==> src/bfd_pkg.sv <==
// Shared types and constants for the bracket frame deframer.
package bfd_pkg;

    // Header layout: id, length, 4-byte timestamp, 2-byte checksum
    localparam int HEADER_BYTES = 8;
    localparam int HDR_CNT_W    = $clog2(HEADER_BYTES);
    localparam logic [HDR_CNT_W-1:0] HDR_LAST = HDR_CNT_W'(HEADER_BYTES - 1);

    // Framing marks
    localparam logic [7:0] START_MARK = 8'h5B;  // '['
    localparam logic [7:0] END_MARK   = 8'h5D;  // ']'

    // Result kinds
    typedef enum logic [1:0] {
        KIND_PAYLOAD   = 2'd0,
        KIND_DONE      = 2'd1,
        KIND_TOO_LONG  = 2'd2,
        KIND_BAD_TRAIL = 2'd3
    } t_kind;

    // Parser phase, one-hot
    typedef enum logic [4:0] {
        PH_HUNT0  = 5'b00001,
        PH_HUNT1  = 5'b00010,
        PH_HEADER = 5'b00100,
        PH_DATA   = 5'b01000,
        PH_TRAIL  = 5'b10000
    } t_phase;

    typedef logic [HEADER_BYTES-1:0][7:0] t_hdr_bytes;

    // One result transaction as it travels through the queue
    typedef struct packed {
        t_kind       kind;
        logic [7:0]  pay_byte;
        logic [7:0]  pay_index;
        logic [7:0]  id;
        logic [7:0]  len;
        logic [31:0] tstamp;
        logic [15:0] csum;
        logic        frame_end;
    } t_result;

    localparam int RESULT_W = $bits(t_result);

endpackage

==> src/bfd_parser.sv <==
// Front end: accepts received bytes, runs the framing state machine, builds results.
module bfd_parser (
    input  logic              i_clk,
    input  logic              i_rst_n,
    input  logic              i_cfg_valid,
    input  logic [7:0]        i_cfg_data,
    input  logic              i_accept,
    input  logic [7:0]        i_rx_byte,
    output logic              o_push,
    output bfd_pkg::t_result  o_result
);
    import bfd_pkg::*;

    t_phase                r_phase,     n_phase;
    logic [HDR_CNT_W-1:0]  r_hdr_cnt,   n_hdr_cnt;
    t_hdr_bytes            r_hdr,       n_hdr;
    logic [7:0]            r_pay_cnt,   n_pay_cnt;
    logic                  r_trail_one, n_trail_one;
    logic [7:0]            r_max;
    t_kind                 res_kind;
    logic [7:0]            res_byte;
    logic [7:0]            res_index;

    // Max payload length register, always writable
    always_ff @(posedge i_clk) begin
        if (!i_rst_n) begin
            r_max <= 8'hFF;
        end else if (i_cfg_valid) begin
            r_max <= i_cfg_data;
        end
    end

    // Framing state machine
    always_comb begin
        n_phase     = r_phase;
        n_hdr_cnt   = r_hdr_cnt;
        n_hdr       = r_hdr;
        n_pay_cnt   = r_pay_cnt;
        n_trail_one = r_trail_one;
        o_push      = 1'b0;
        res_kind    = KIND_PAYLOAD;
        res_byte    = 8'd0;
        res_index   = 8'd0;
        if (i_accept) begin
            case (r_phase)
                PH_HUNT1: begin
                    if (i_rx_byte == START_MARK) begin
                        n_hdr_cnt = '0;
                        n_phase   = PH_HEADER;
                    end else begin
                        n_phase = PH_HUNT0;
                    end
                end
                PH_HEADER: begin
                    n_hdr[r_hdr_cnt] = i_rx_byte;
                    n_hdr_cnt        = r_hdr_cnt + 1'b1;
                    if (r_hdr_cnt == HDR_LAST) begin
                        if (n_hdr[1] > r_max) begin
                            // frame too long: drop right after header
                            n_phase  = PH_HUNT0;
                            o_push   = 1'b1;
                            res_kind = KIND_TOO_LONG;
                        end else begin
                            n_pay_cnt   = 8'd0;
                            n_trail_one = 1'b0;
                            n_phase     = (n_hdr[1] == 8'd0) ? PH_TRAIL : PH_DATA;
                        end
                    end
                end
                PH_DATA: begin
                    n_pay_cnt = r_pay_cnt + 8'd1;
                    if (n_pay_cnt == r_hdr[1]) begin
                        n_trail_one = 1'b0;
                        n_phase     = PH_TRAIL;
                    end
                    o_push    = 1'b1;
                    res_kind  = KIND_PAYLOAD;
                    res_byte  = i_rx_byte;
                    res_index = r_pay_cnt;
                end
                PH_TRAIL: begin
                    if (i_rx_byte != END_MARK) begin
                        n_phase  = PH_HUNT0;
                        o_push   = 1'b1;
                        res_kind = KIND_BAD_TRAIL;
                    end else if (!r_trail_one) begin
                        n_trail_one = 1'b1;
                    end else begin
                        n_phase  = PH_HUNT0;
                        o_push   = 1'b1;
                        res_kind = KIND_DONE;
                    end
                end
                default: begin
                    n_phase = (i_rx_byte == START_MARK) ? PH_HUNT1 : PH_HUNT0;
                end
            endcase
        end
    end

    // Result assembly; header taken with this cycle's write applied
    always_comb begin
        o_result.kind      = res_kind;
        o_result.pay_byte  = res_byte;
        o_result.pay_index = res_index;
        o_result.id        = n_hdr[0];
        o_result.len       = n_hdr[1];
        o_result.tstamp    = {n_hdr[5], n_hdr[4], n_hdr[3], n_hdr[2]};
        o_result.csum      = {n_hdr[7], n_hdr[6]};
        o_result.frame_end = (res_kind != KIND_PAYLOAD);
    end

    // Control state
    always_ff @(posedge i_clk) begin
        if (!i_rst_n) begin
            r_phase     <= PH_HUNT0;
            r_hdr_cnt   <= '0;
            r_pay_cnt   <= 8'd0;
            r_trail_one <= 1'b0;
        end else begin
            r_phase     <= n_phase;
            r_hdr_cnt   <= n_hdr_cnt;
            r_pay_cnt   <= n_pay_cnt;
            r_trail_one <= n_trail_one;
        end
    end

    // Header bytes, no reset needed
    always_ff @(posedge i_clk) begin
        r_hdr <= n_hdr;
    end

endmodule

==> src/bfd_queue.sv <==
// Small result queue between parser and output stage.
module bfd_queue #(
    parameter int DEPTH = 2,
    parameter int WIDTH = 8
) (
    input  logic             i_clk,
    input  logic             i_rst_n,
    input  logic             i_push,
    input  logic [WIDTH-1:0] i_data,
    input  logic             i_pop,
    output logic             o_full,
    output logic             o_valid,
    output logic [WIDTH-1:0] o_data
);
    localparam int PTR_W = $clog2(DEPTH);
    localparam int CNT_W = $clog2(DEPTH + 1);
    localparam logic [PTR_W-1:0] PTR_LAST = PTR_W'(DEPTH - 1);
    localparam logic [CNT_W-1:0] CNT_FULL = CNT_W'(DEPTH);

    logic [WIDTH-1:0] r_mem [DEPTH];
    logic [PTR_W-1:0] r_wr_ptr;
    logic [PTR_W-1:0] r_rd_ptr;
    logic [CNT_W-1:0] r_count;
    logic             do_push;
    logic             do_pop;

    assign o_full  = (r_count == CNT_FULL);
    assign o_valid = (r_count != '0);
    assign o_data  = r_mem[r_rd_ptr];
    assign do_push = i_push && !o_full;
    assign do_pop  = i_pop && o_valid;

    // Storage
    always_ff @(posedge i_clk) begin
        if (do_push) begin
            r_mem[r_wr_ptr] <= i_data;
        end
    end

    // Pointers and fill count
    always_ff @(posedge i_clk) begin
        if (!i_rst_n) begin
            r_wr_ptr <= '0;
            r_rd_ptr <= '0;
            r_count  <= '0;
        end else begin
            if (do_push) begin
                r_wr_ptr <= (r_wr_ptr == PTR_LAST) ? '0 : r_wr_ptr + 1'b1;
            end
            if (do_pop) begin
                r_rd_ptr <= (r_rd_ptr == PTR_LAST) ? '0 : r_rd_ptr + 1'b1;
            end
            if (do_push && !do_pop) begin
                r_count <= r_count + 1'b1;
            end else if (do_pop && !do_push) begin
                r_count <= r_count - 1'b1;
            end
        end
    end

endmodule

==> src/bfd_out_stage.sv <==
// Back end: output register that drains the result queue.
module bfd_out_stage (
    input  logic              i_clk,
    input  logic              i_rst_n,
    input  logic              i_q_valid,
    input  bfd_pkg::t_result  i_q_data,
    output logic              o_q_pop,
    output logic              o_out_valid,
    input  logic              i_out_ready,
    output bfd_pkg::t_result  o_out_data
);
    import bfd_pkg::*;

    logic    r_valid;
    t_result r_data;

    // Load when empty or when the current transaction is taken
    assign o_q_pop     = i_q_valid && (!r_valid || i_out_ready);
    assign o_out_valid = r_valid;
    assign o_out_data  = r_data;

    always_ff @(posedge i_clk) begin
        if (!i_rst_n) begin
            r_valid <= 1'b0;
        end else if (o_q_pop) begin
            r_valid <= 1'b1;
        end else if (i_out_ready) begin
            r_valid <= 1'b0;
        end
    end

    always_ff @(posedge i_clk) begin
        if (o_q_pop) begin
            r_data <= i_q_data;
        end
    end

endmodule

==> src/bracket_frame_deframer_top.sv <==
// Top level of the bracket frame deframer: parser, result queue, output stage.
//
//  channel  | handshake                  | payload
//  ---------+----------------------------+------------------------------------------
//  cfg      | i_cfg_valid / o_cfg_ready  | i_cfg_data (max payload length)
//  in       | i_in_valid  / o_in_ready   | i_rx_byte
//  out      | o_out_valid / i_out_ready  | o_result_kind .. o_frame_end
//
// One byte is accepted per cycle while the result queue is not full; the parser updates its state in that cycle.
// A result passes from the parser through the result queue into the output register.
// Input stalls only when the result queue is full, i.e. QUEUE_DEPTH results wait
// behind the one held in the output register. Reset is synchronous, active low; the
// max payload length resets to 255 and configuration writes are always taken.
module bracket_frame_deframer_top #(
    parameter int QUEUE_DEPTH = 2
) (
    input  logic        i_clk,
    input  logic        i_rst_n,
    input  logic        i_cfg_valid,
    output logic        o_cfg_ready,
    input  logic [7:0]  i_cfg_data,
    input  logic        i_in_valid,
    output logic        o_in_ready,
    input  logic [7:0]  i_rx_byte,
    output logic        o_out_valid,
    input  logic        i_out_ready,
    output logic [1:0]  o_result_kind,
    output logic [7:0]  o_payload_byte,
    output logic [7:0]  o_payload_index,
    output logic [7:0]  o_frame_id,
    output logic [7:0]  o_frame_length,
    output logic [31:0] o_frame_timestamp,
    output logic [15:0] o_wire_checksum,
    output logic        o_frame_end
);
    import bfd_pkg::*;

    logic                accept;
    logic                push;
    t_result             parse_res;
    logic                q_full;
    logic                q_valid;
    logic [RESULT_W-1:0] q_data;
    logic                q_pop;
    t_result             out_res;

    assign o_cfg_ready = 1'b1;
    assign o_in_ready  = !q_full;
    assign accept      = i_in_valid && o_in_ready;

    // Front end
    bfd_parser u_parser (
        .i_clk       (i_clk),
        .i_rst_n     (i_rst_n),
        .i_cfg_valid (i_cfg_valid),
        .i_cfg_data  (i_cfg_data),
        .i_accept    (accept),
        .i_rx_byte   (i_rx_byte),
        .o_push      (push),
        .o_result    (parse_res)
    );

    // Decoupling queue
    bfd_queue #(
        .DEPTH (QUEUE_DEPTH),
        .WIDTH (RESULT_W)
    ) u_queue (
        .i_clk   (i_clk),
        .i_rst_n (i_rst_n),
        .i_push  (push),
        .i_data  (parse_res),
        .i_pop   (q_pop),
        .o_full  (q_full),
        .o_valid (q_valid),
        .o_data  (q_data)
    );

    // Back end
    bfd_out_stage u_out (
        .i_clk       (i_clk),
        .i_rst_n     (i_rst_n),
        .i_q_valid   (q_valid),
        .i_q_data    (t_result'(q_data)),
        .o_q_pop     (q_pop),
        .o_out_valid (o_out_valid),
        .i_out_ready (i_out_ready),
        .o_out_data  (out_res)
    );

    assign o_result_kind     = out_res.kind;
    assign o_payload_byte    = out_res.pay_byte;
    assign o_payload_index   = out_res.pay_index;
    assign o_frame_id        = out_res.id;
    assign o_frame_length    = out_res.len;
    assign o_frame_timestamp = out_res.tstamp;
    assign o_wire_checksum   = out_res.csum;
    assign o_frame_end       = out_res.frame_end;

endmodule
==> config.mk <==
export PLATFORM = sky130hd
export DESIGN_NAME = bracket_frame_deframer_top
export DESIGN_NICKNAME = d
export VERILOG_FILES = /design/src/bfd_pkg.sv /design/src/bfd_parser.sv /design/src/bfd_queue.sv /design/src/bfd_out_stage.sv /design/src/bracket_frame_deframer_top.sv
export SDC_FILE = /design/constraint.sdc
export NUM_CORES = 1
export LEC_CHECK = 0
export BUFFER_PORTS_ARGS = -buffer_cell sky130_fd_sc_hd__buf_2
export CAP_MARGIN = 40
export CORE_MARGIN = 2
export CORE_UTILIZATION = 45
export CTS_BUF_LIST = sky130_fd_sc_hd__clkbuf_4 sky130_fd_sc_hd__clkbuf_8
export DETAILED_ROUTE_END_ITERATION = 7
export GPL_TIMING_DRIVEN = 0
export PLACE_DENSITY = 0.7
export SLEW_MARGIN = 20
export SYNTH_ARGS = -nofsm -noshare
export SYNTH_HDL_FRONTEND = slang
export SYNTH_SLANG_ARGS = --single-unit
==> constraint.sdc <==
create_clock -name i_clk -period 15.96 [get_ports i_clk]
set_clock_uncertainty 0.15 [all_clocks]
set_input_delay 1.596 -clock i_clk [delete_from_list [all_inputs] [get_ports i_clk]]
set_output_delay 1.596 -clock i_clk [all_outputs]
set_load 0.005 [all_outputs]
==> impl_results.md, run 1 <==
- Status: complete, no violations
- # DRC: 0
- Final HPWL DP: 16190 um
- Vias per cell: 5.045
- Nets@finish: 983
- Reg2Reg Depth: 14
- Relative slew slack: 44.79%
- Hold wc startpoint: u_parser.r_hdr[46]
- Port Buffers: 104
- Die height: 173.2 um
- Terminus of the critical flop-to-flop path: u_queue.r_mem[0][22]
- Top_reg_cell synth: edfxtp_1
- Crit-path leading delay family: buffers and inverters
- # resized after CTS: 0
- Setup Buffers After CTS: 0
- Max incr delay on CP: 0.67 ns
- P per Cell Area: 145.8 mW/mm^2
- Largest net degree at the start of global routing: 47
- Site Rows: 61
- EDFF count, synth: 249
- Maximum buffer depth of the clock tree: 3
- Endpoints failing hold: 0
- Inserted Diodes: 0
- Max FO, Critical Path: 24
- Count of unique library cells instantiated by Yosys: 61
- Post-synth top cells: edfxtp_1 (249), mux2_2 (150), dfxtp_1 (94), nand2_1 (34), clkbuf_1 (30)
- Post-Syn Area: 0.01289 mm^2
- FFs w/ async S/R, synth: 0%
- Post-synth top area share: 58.01%
- Non-filler cells, final: 1372
- RSZ-0062 raised after global routing: false
- Initial Util: 46.01%
- Hold Path Depth: 1
- Worst-path clk slew: 0.06 ns
- Max cap viols: 0
- CP cell instances: buf_2 > clkbuf_1 > mux2_2 > ha_1 > nand2_1 > o21ai_0 > nor2_1 > a211o_1 > a311oi_2 > nor2b_4 > buf_12 > buf_12 > buf_16
- Count of final max-slew check failures: 0
- Count leader, synth: edfxtp_1
- Clock Latency Late Sink: 0.58 ns
- Cells after Synth: 778
- Initial antenna violation count: 0
- R2R Setup Slk: 10.72 ns
- Fin crit period: 5.286 ns
- Critical path class: in -> reg
- Antenna viol nets, final: 0
- Tot Pwr: 2.220 mW
- Hold WC Path Type: reg -> reg
- Number of buffer and inverter stages on the critical path: 5
- Endpoint, Worst Hold: u_parser.r_hdr[46]
- Worst EP required: 16.09 ns
- Vias in the first global route: 6956
- Worst VDD drop: 0.1168 mV
- Via count: 6922
- Share of cells above drive strength 1: 38.63%
- Seq/Total Area, Yosys: 72.61%
- Yosys warnings: 0
- Routed wire length: 24630 um
- Overflow after GRT: 0
- Syn avg cell area: 16.57 um^2
- Crit path launch type: input port
- Core area: 0.02801 mm^2
- Max Fclk: 189.2 MHz
- CTS root buffer: clkbuf_8
- Area growth syn-to-layout: 18.16%
- GRT Overall Usage: 16.44%
- Routability cong.: 0.8487
- CTS Hold Bufs: 0
- First-pass GRT wire length: 38360 um
- Most frequent CP cell: buf_12
- Syn nets: 811
- Placed insts: 1271
- IO Count: 107
- Synth area leader: edfxtp_1
- Crit end category: register
- Worst reg2reg startpoint: u_parser.r_hdr_cnt[2]
- Die W: 173.2 um
- Synth top area cells: edfxtp_1 (58%), dfxtp_1 (15%), mux2_2 (13%)
- Worst EP arrival: 5.41 ns
- CTS Buf Count: 53
- Clock Sinks: 343
- # setup viols final: 0
- First-pass detailed-route iteration total: 4
- Sum of negative setup slack: 0 ns
- H-tree depth: 2
- Slowest cell on the critical path: nor2b_4
- CTS tree: built
- Share of the clock period used by the worst path: 33.12%
- Leakage: 5.590 nW
- Post-synthesis register bit count: 343
- DR WL/cell: 17.95 um
- # fillers: 2306
- Slew @ Worst Pin: 0.8282 ns
- Starting DRT DRC Count: 529
- Total Die Area: 0.03001 mm^2
per-stage QoR:
stage / area [um^2] / setup WS (ns) / util, % / hold slack (ns)
final: 15230 / 10.67 / 54.37 / 0.3338
after CTS: 15210 / 10.57 / 54.29 / 0.3329
after global routing: 15230 / 10.34 / 54.37 / 0.3472
after floorplan: 12890 / 8.173 / - / 0.2882
after detailed placement: 14110 / 9.957 / 50.39 / 0.3201
after global placement: 13880 / 4.996 / 49.56 / 0.3022
worst reg2reg max path: cells and delay by family, from the launching register on:
kind	cells	cell delay, ns
adders and majority gates	1	0.31
muxes	1	0.41
buffers and inverters	5	1.44
DFF	1	0.31
and+or+nand+nor	3	1.20
AOI/OAI and AO/OA	4	1.12
cell type report:
class                   instances  area [um^2]  share of cell area, %
plain buffers                  36        152.6                  1.002
clock buffers                  77        953.4                  6.260
clock inverters                22        138.9                 0.9119
inverters                      12        45.04                 0.2958
multi-input cells             387         3349                  21.99
flip-flops and latches        343         9359                  61.45
well taps                     378        473.0                  3.105
repair buffers                117        758.2                  4.979
cell usage in the layout (no fill, tap or decap), types with 3 or more instances in the layout:
master,instances
edfxtp_1,249
mux2_2,150
buf_2,106
dfxtp_1,94
clkbuf_8,60
nand2_1,34
clkbuf_1,30
nor2_1,22
and3_1,18
clkbuf_4,17
o21ai_0,14
a21oi_1,13
inv_1,12
ha_1,12
clkinv_1,11
o211ai_1,10
mux2i_1,9
nor3_1,8
nand4_1,7
nand2b_1,7
buf_6,7
xor2_1,7
xnor2_1,7
clkinv_2,7
nand3_1,5
a31oi_1,5
nor2b_1,4
a21o_1,4
nor4_1,4
buf_16,4
and2_1,3
buf_12,3
per-layer routing:
metal  global-route usage, %  routed length, um  up-vias
met1                   21.96              11010     3402
met5                       0                  0        -
met4                   4.767                439        0
met3                   3.180               1321       42
li1                        -                  -     3301
met2                   27.47              11860      177
power by group:
group,internal [mW],total [mW],switching [mW]
clock,0.402,0.730,0.328
sequential,1.08,1.10,0.0196
combinational,0.182,0.390,0.208
total,1.66,2.22,0.556
flip-flops by register name (all words and copies together), names as in the netlist:
signal and cells:
u_parser.r_hdr_cnt 3, u_parser.r_max 8, u_queue.r_mem 166, u_parser.r_phase 5
u_out.o_out_data 83, u_queue.r_rd_ptr 1, u_queue.r_wr_ptr 1, u_out.o_out_valid 1
u_parser.r_pay_cnt 8, u_parser.r_trail_one 1, u_parser.r_hdr 64, u_queue.r_count 2
worst max path at each step:
stage,startpoint,end,cells after the start
5_1_grt,u_parser.r_hdr_cnt[2],u_queue.r_mem[0][43],14
2_1_floorplan,i_rx_byte[1],u_queue.r_mem[0][0],9
6_report,i_rx_byte[7],u_queue.r_mem[0][22],13
3_3_place_gp,i_rx_byte[0],u_queue.r_mem[0][41],10
3_5_place_dp,i_rx_byte[5],u_queue.r_mem[0][41],13
4_1_cts,i_rx_byte[5],u_queue.r_mem[0][30],13
cells by family after synthesis:
group,count (synthesis),synth area share [%]
buffers and inverters,48,1.534
other,1,0.02910
AOI/OAI and AO/OA,64,3.592
xor gates and xnor gates,14,0.9514
and+or+nand+nor,136,6.222
muxes,159,13.80
adders and majority gates,13,1.252
DFF,343,72.61
Note: power is estimated with default switching activity, not from simulation.
==> inputs of run 2 (changes only) <==
Clock period 15.96 ns to 5.1 ns, I/O delays scaled along.
==> impl_results.md, run 2 (synthesized netlist as in run 1, its figures left out) <==
- GRT Overall Usage: 16.40% (-0.044 points)
- # fillers: 2223 (-3.6%)
- First-pass detailed-route iteration total: 5 (+1)
- Max FO, Critical Path: 49 (+100%)
- Hold WC Path Type: in -> reg
- Share of cells above drive strength 1: 39.70% (+1.1 points)
- Routability cong.: 0.8538 (+0.60%)
- Die height: 173.2 um (unchanged)
- Site Rows: 61 (unchanged)
- Most frequent cells in the layout: edfxtp_1 (249), mux2_2 (150), buf_2 (106), dfxtp_1 (94), clkbuf_8 (67)
- Worst VDD drop: 0.4379 mV (+270%)
- Tot Pwr: 7.227 mW (+230%)
- Maximum buffer depth of the clock tree: 3 (unchanged)
- Core area: 0.02801 mm^2 (unchanged)
- # DRC: 0 (unchanged)
- Share of the clock period used by the worst path: 91.62%
- First-pass GRT wire length: 38140 um (-0.59%)
- Clock Latency Late Sink: 0.60 ns (+0.02 ns)
- Most flops, register: u_queue.r_mem
- Die W: 173.2 um (unchanged)
- Max Fclk: 214.0 MHz
- Antenna viol nets, final: 0 (unchanged)
- Max cap viols: 0 (unchanged)
- Status: complete, no violations
- CP cell instances: clkbuf_1 > nor3b_1 > clkbuf_2 > mux2_2 > ha_1 > a21oi_1 > o21ai_0 > nor2_1 > a211o_1 > a311oi_4 > and2_4 > buf_16
- Initial antenna violation count: 0 (unchanged)
- Crit-path leading delay family: compound AO/OA/AOI/OAI gates
- Max incr delay on CP: 0.50 ns (-0.17 ns)
- Non-filler cells, final: 1388 (+1.2%)
- Slew @ Worst Pin: 0.8352 ns (+0.006975 ns)
- Worst EP required: 5.20 ns (-10.89 ns)
- Sw frac: 24.32% (-0.71 points)
- Vias in the first global route: 6956 (unchanged)
- Levels on crit path: 12 (-1)
- Vias per cell: 5.090 (+0.89%)
- Hold Path Depth: 3 (+2)
- Nets@finish: 997 (+1.4%)
- Area growth syn-to-layout: 20.26%
- Leakage: 5.745 nW (+2.8%)
- Largest net degree at the start of global routing: 50 (+6.4%)
- Routed wire length: 25010 um (+1.6%)
- Overflow after GRT: 0 (unchanged)
- Crit path launch type: register
- Placed insts: 1268 (-0.24%)
- Psw: 1.758 mW (+220%)
- CTS tree: built
- Worst EP arrival: 4.77 ns (-0.64 ns)
- Clock Sinks: 343 (unchanged)
- Starting DRT DRC Count: 544 (+2.8%)
- Slowest cell on the critical path: a311oi_4
- CTS Buf Count: 54 (+1.9%)
- Number of buffer and inverter stages on the critical path: 3 (-2)
- Endpoints failing hold: 0 (unchanged)
- Port Buffers: 104 (unchanged)
- Relative slew slack: 44.32% (-0.46 points)
- R2R Setup Slk: 0.43 ns (-10.29 ns)
- Final HPWL DP: 15850 um (-2.1%)
- Initial Util: 46.01% (unchanged)
- CTS root buffer: clkbuf_8
- H-tree depth: 2 (unchanged)
- Reg power frac: 47.8% (-1.7 points)
- DR WL/cell: 18.02 um (+0.38%)
- IO Count: 107 (unchanged)
- # setup viols final: 0 (unchanged)
- Clock power frac: 35.6% (+2.7 points)
- Critical path class: reg -> reg
- P_int: 5.469 mW (+230%)
- Worst-path clk slew: 0.06 ns (about the same)
- Fin crit period: 4.673 ns
- Via count: 7065 (+2.1%)
- Logic pwr share: 16.6% (-1.0 points)
- Reg2Reg Depth: 12 (-2)
- Crit end category: register
- P per Cell Area: 466.3 mW/mm^2 (+220%)
- Count of final max-slew check failures: 0 (unchanged)
- Inserted Diodes: 0 (unchanged)
- RSZ-0062 raised after global routing: false
- Commonest non-fill, non-tap cell in the layout: edfxtp_1
- Number of flip-flops under the largest register name: 166 (unchanged)
- Total Die Area: 0.03001 mm^2 (unchanged)
[run 2: final timing paths]
path,start,end
worst max-delay path,u_parser.r_hdr_cnt[2],u_queue.r_mem[1][56]
worst min-delay path,i_cfg_data[5],u_parser.r_max[5]
worst min register to register,u_parser.r_trail_one,u_parser.r_trail_one
worst max register to register,u_parser.r_hdr_cnt[2],u_queue.r_mem[1][56]
[run 2: metrics by stage]
step	util [%]	instance area (um^2)	setup slack (ns)	hold slack [ns]	setup TNS [ns]
after floorplan	-	12900	0.2233	0.2882	0
after global placement	49.60	13890	-1.003	0.3001	-135.64
after detailed placement	50.24	14070	0.02492	0.3088	0
after CTS	54.96	15390	0.004615	0.006556	0
after global routing	55.34	15500	0.1419	0.02508	0
final	55.34	15500	0.4275	0.02784	0
[run 2: metal layers]
layer  share of wire, %  wire [um]  vias to the layer above  global-route usage [%]
met4                1.7        437                        0                   4.908
met1                 45      11290                     3468                   22.26
met2                 48      11960                      214                   26.87
met3                5.3       1330                       50                   3.246
met5                  0          0                        -                       0
li1                   -          -                     3333                       -
[run 2: layout make-up]
class | instances | area [um^2] | share of cell area (%)
clock inverter | 19 | 207.7 | 1.340
inverter | 12 | 45.04 | 0.2906
sequential | 343 | 9359 | 60.38
clock buffer | 83 | 1042 | 6.724
tap | 378 | 473.0 | 3.051
multi-input combinational | 388 | 3368 | 21.73
buffer | 36 | 153.9 | 0.9929
timing repair buffer | 129 | 850.8 | 5.489
[run 2: worst register-to-register path, stage by stage, from the launching register on]
cell and delay, ns:
dfxtp_1 0.31, clkbuf_1 0.33, nor3b_1 0.40, clkbuf_2 0.31
mux2_2 0.39, ha_1 0.30, a21oi_1 0.06, o21ai_0 0.25
nor2_1 0.15, a211o_1 0.38, a311oi_4 0.50, and2_4 0.46
buf_16 0.31
[run 2: repair_timing]
| item | 4_1_cts | 5_1_grt |
|---|---|---|
| endpoints found under the setup margin | 0 | 116 |
| hold endpoints to repair | 7 | 0 |
| buffers inserted | 0 | 7 |
| hold buffers | 7 | 0 |
| resized for setup | 0 | 3 |
[run 2: power groups by stage]
stage	Clock [mW]	Combinational, mW	Sequential (mW)
after floorplan	0	0.651	3.56
after global placement	0	1.10	3.56
after detailed placement	0	1.22	3.51
after CTS	2.63	1.23	3.46
after global routing	2.75	1.31	3.48
final	2.57	1.20	3.45
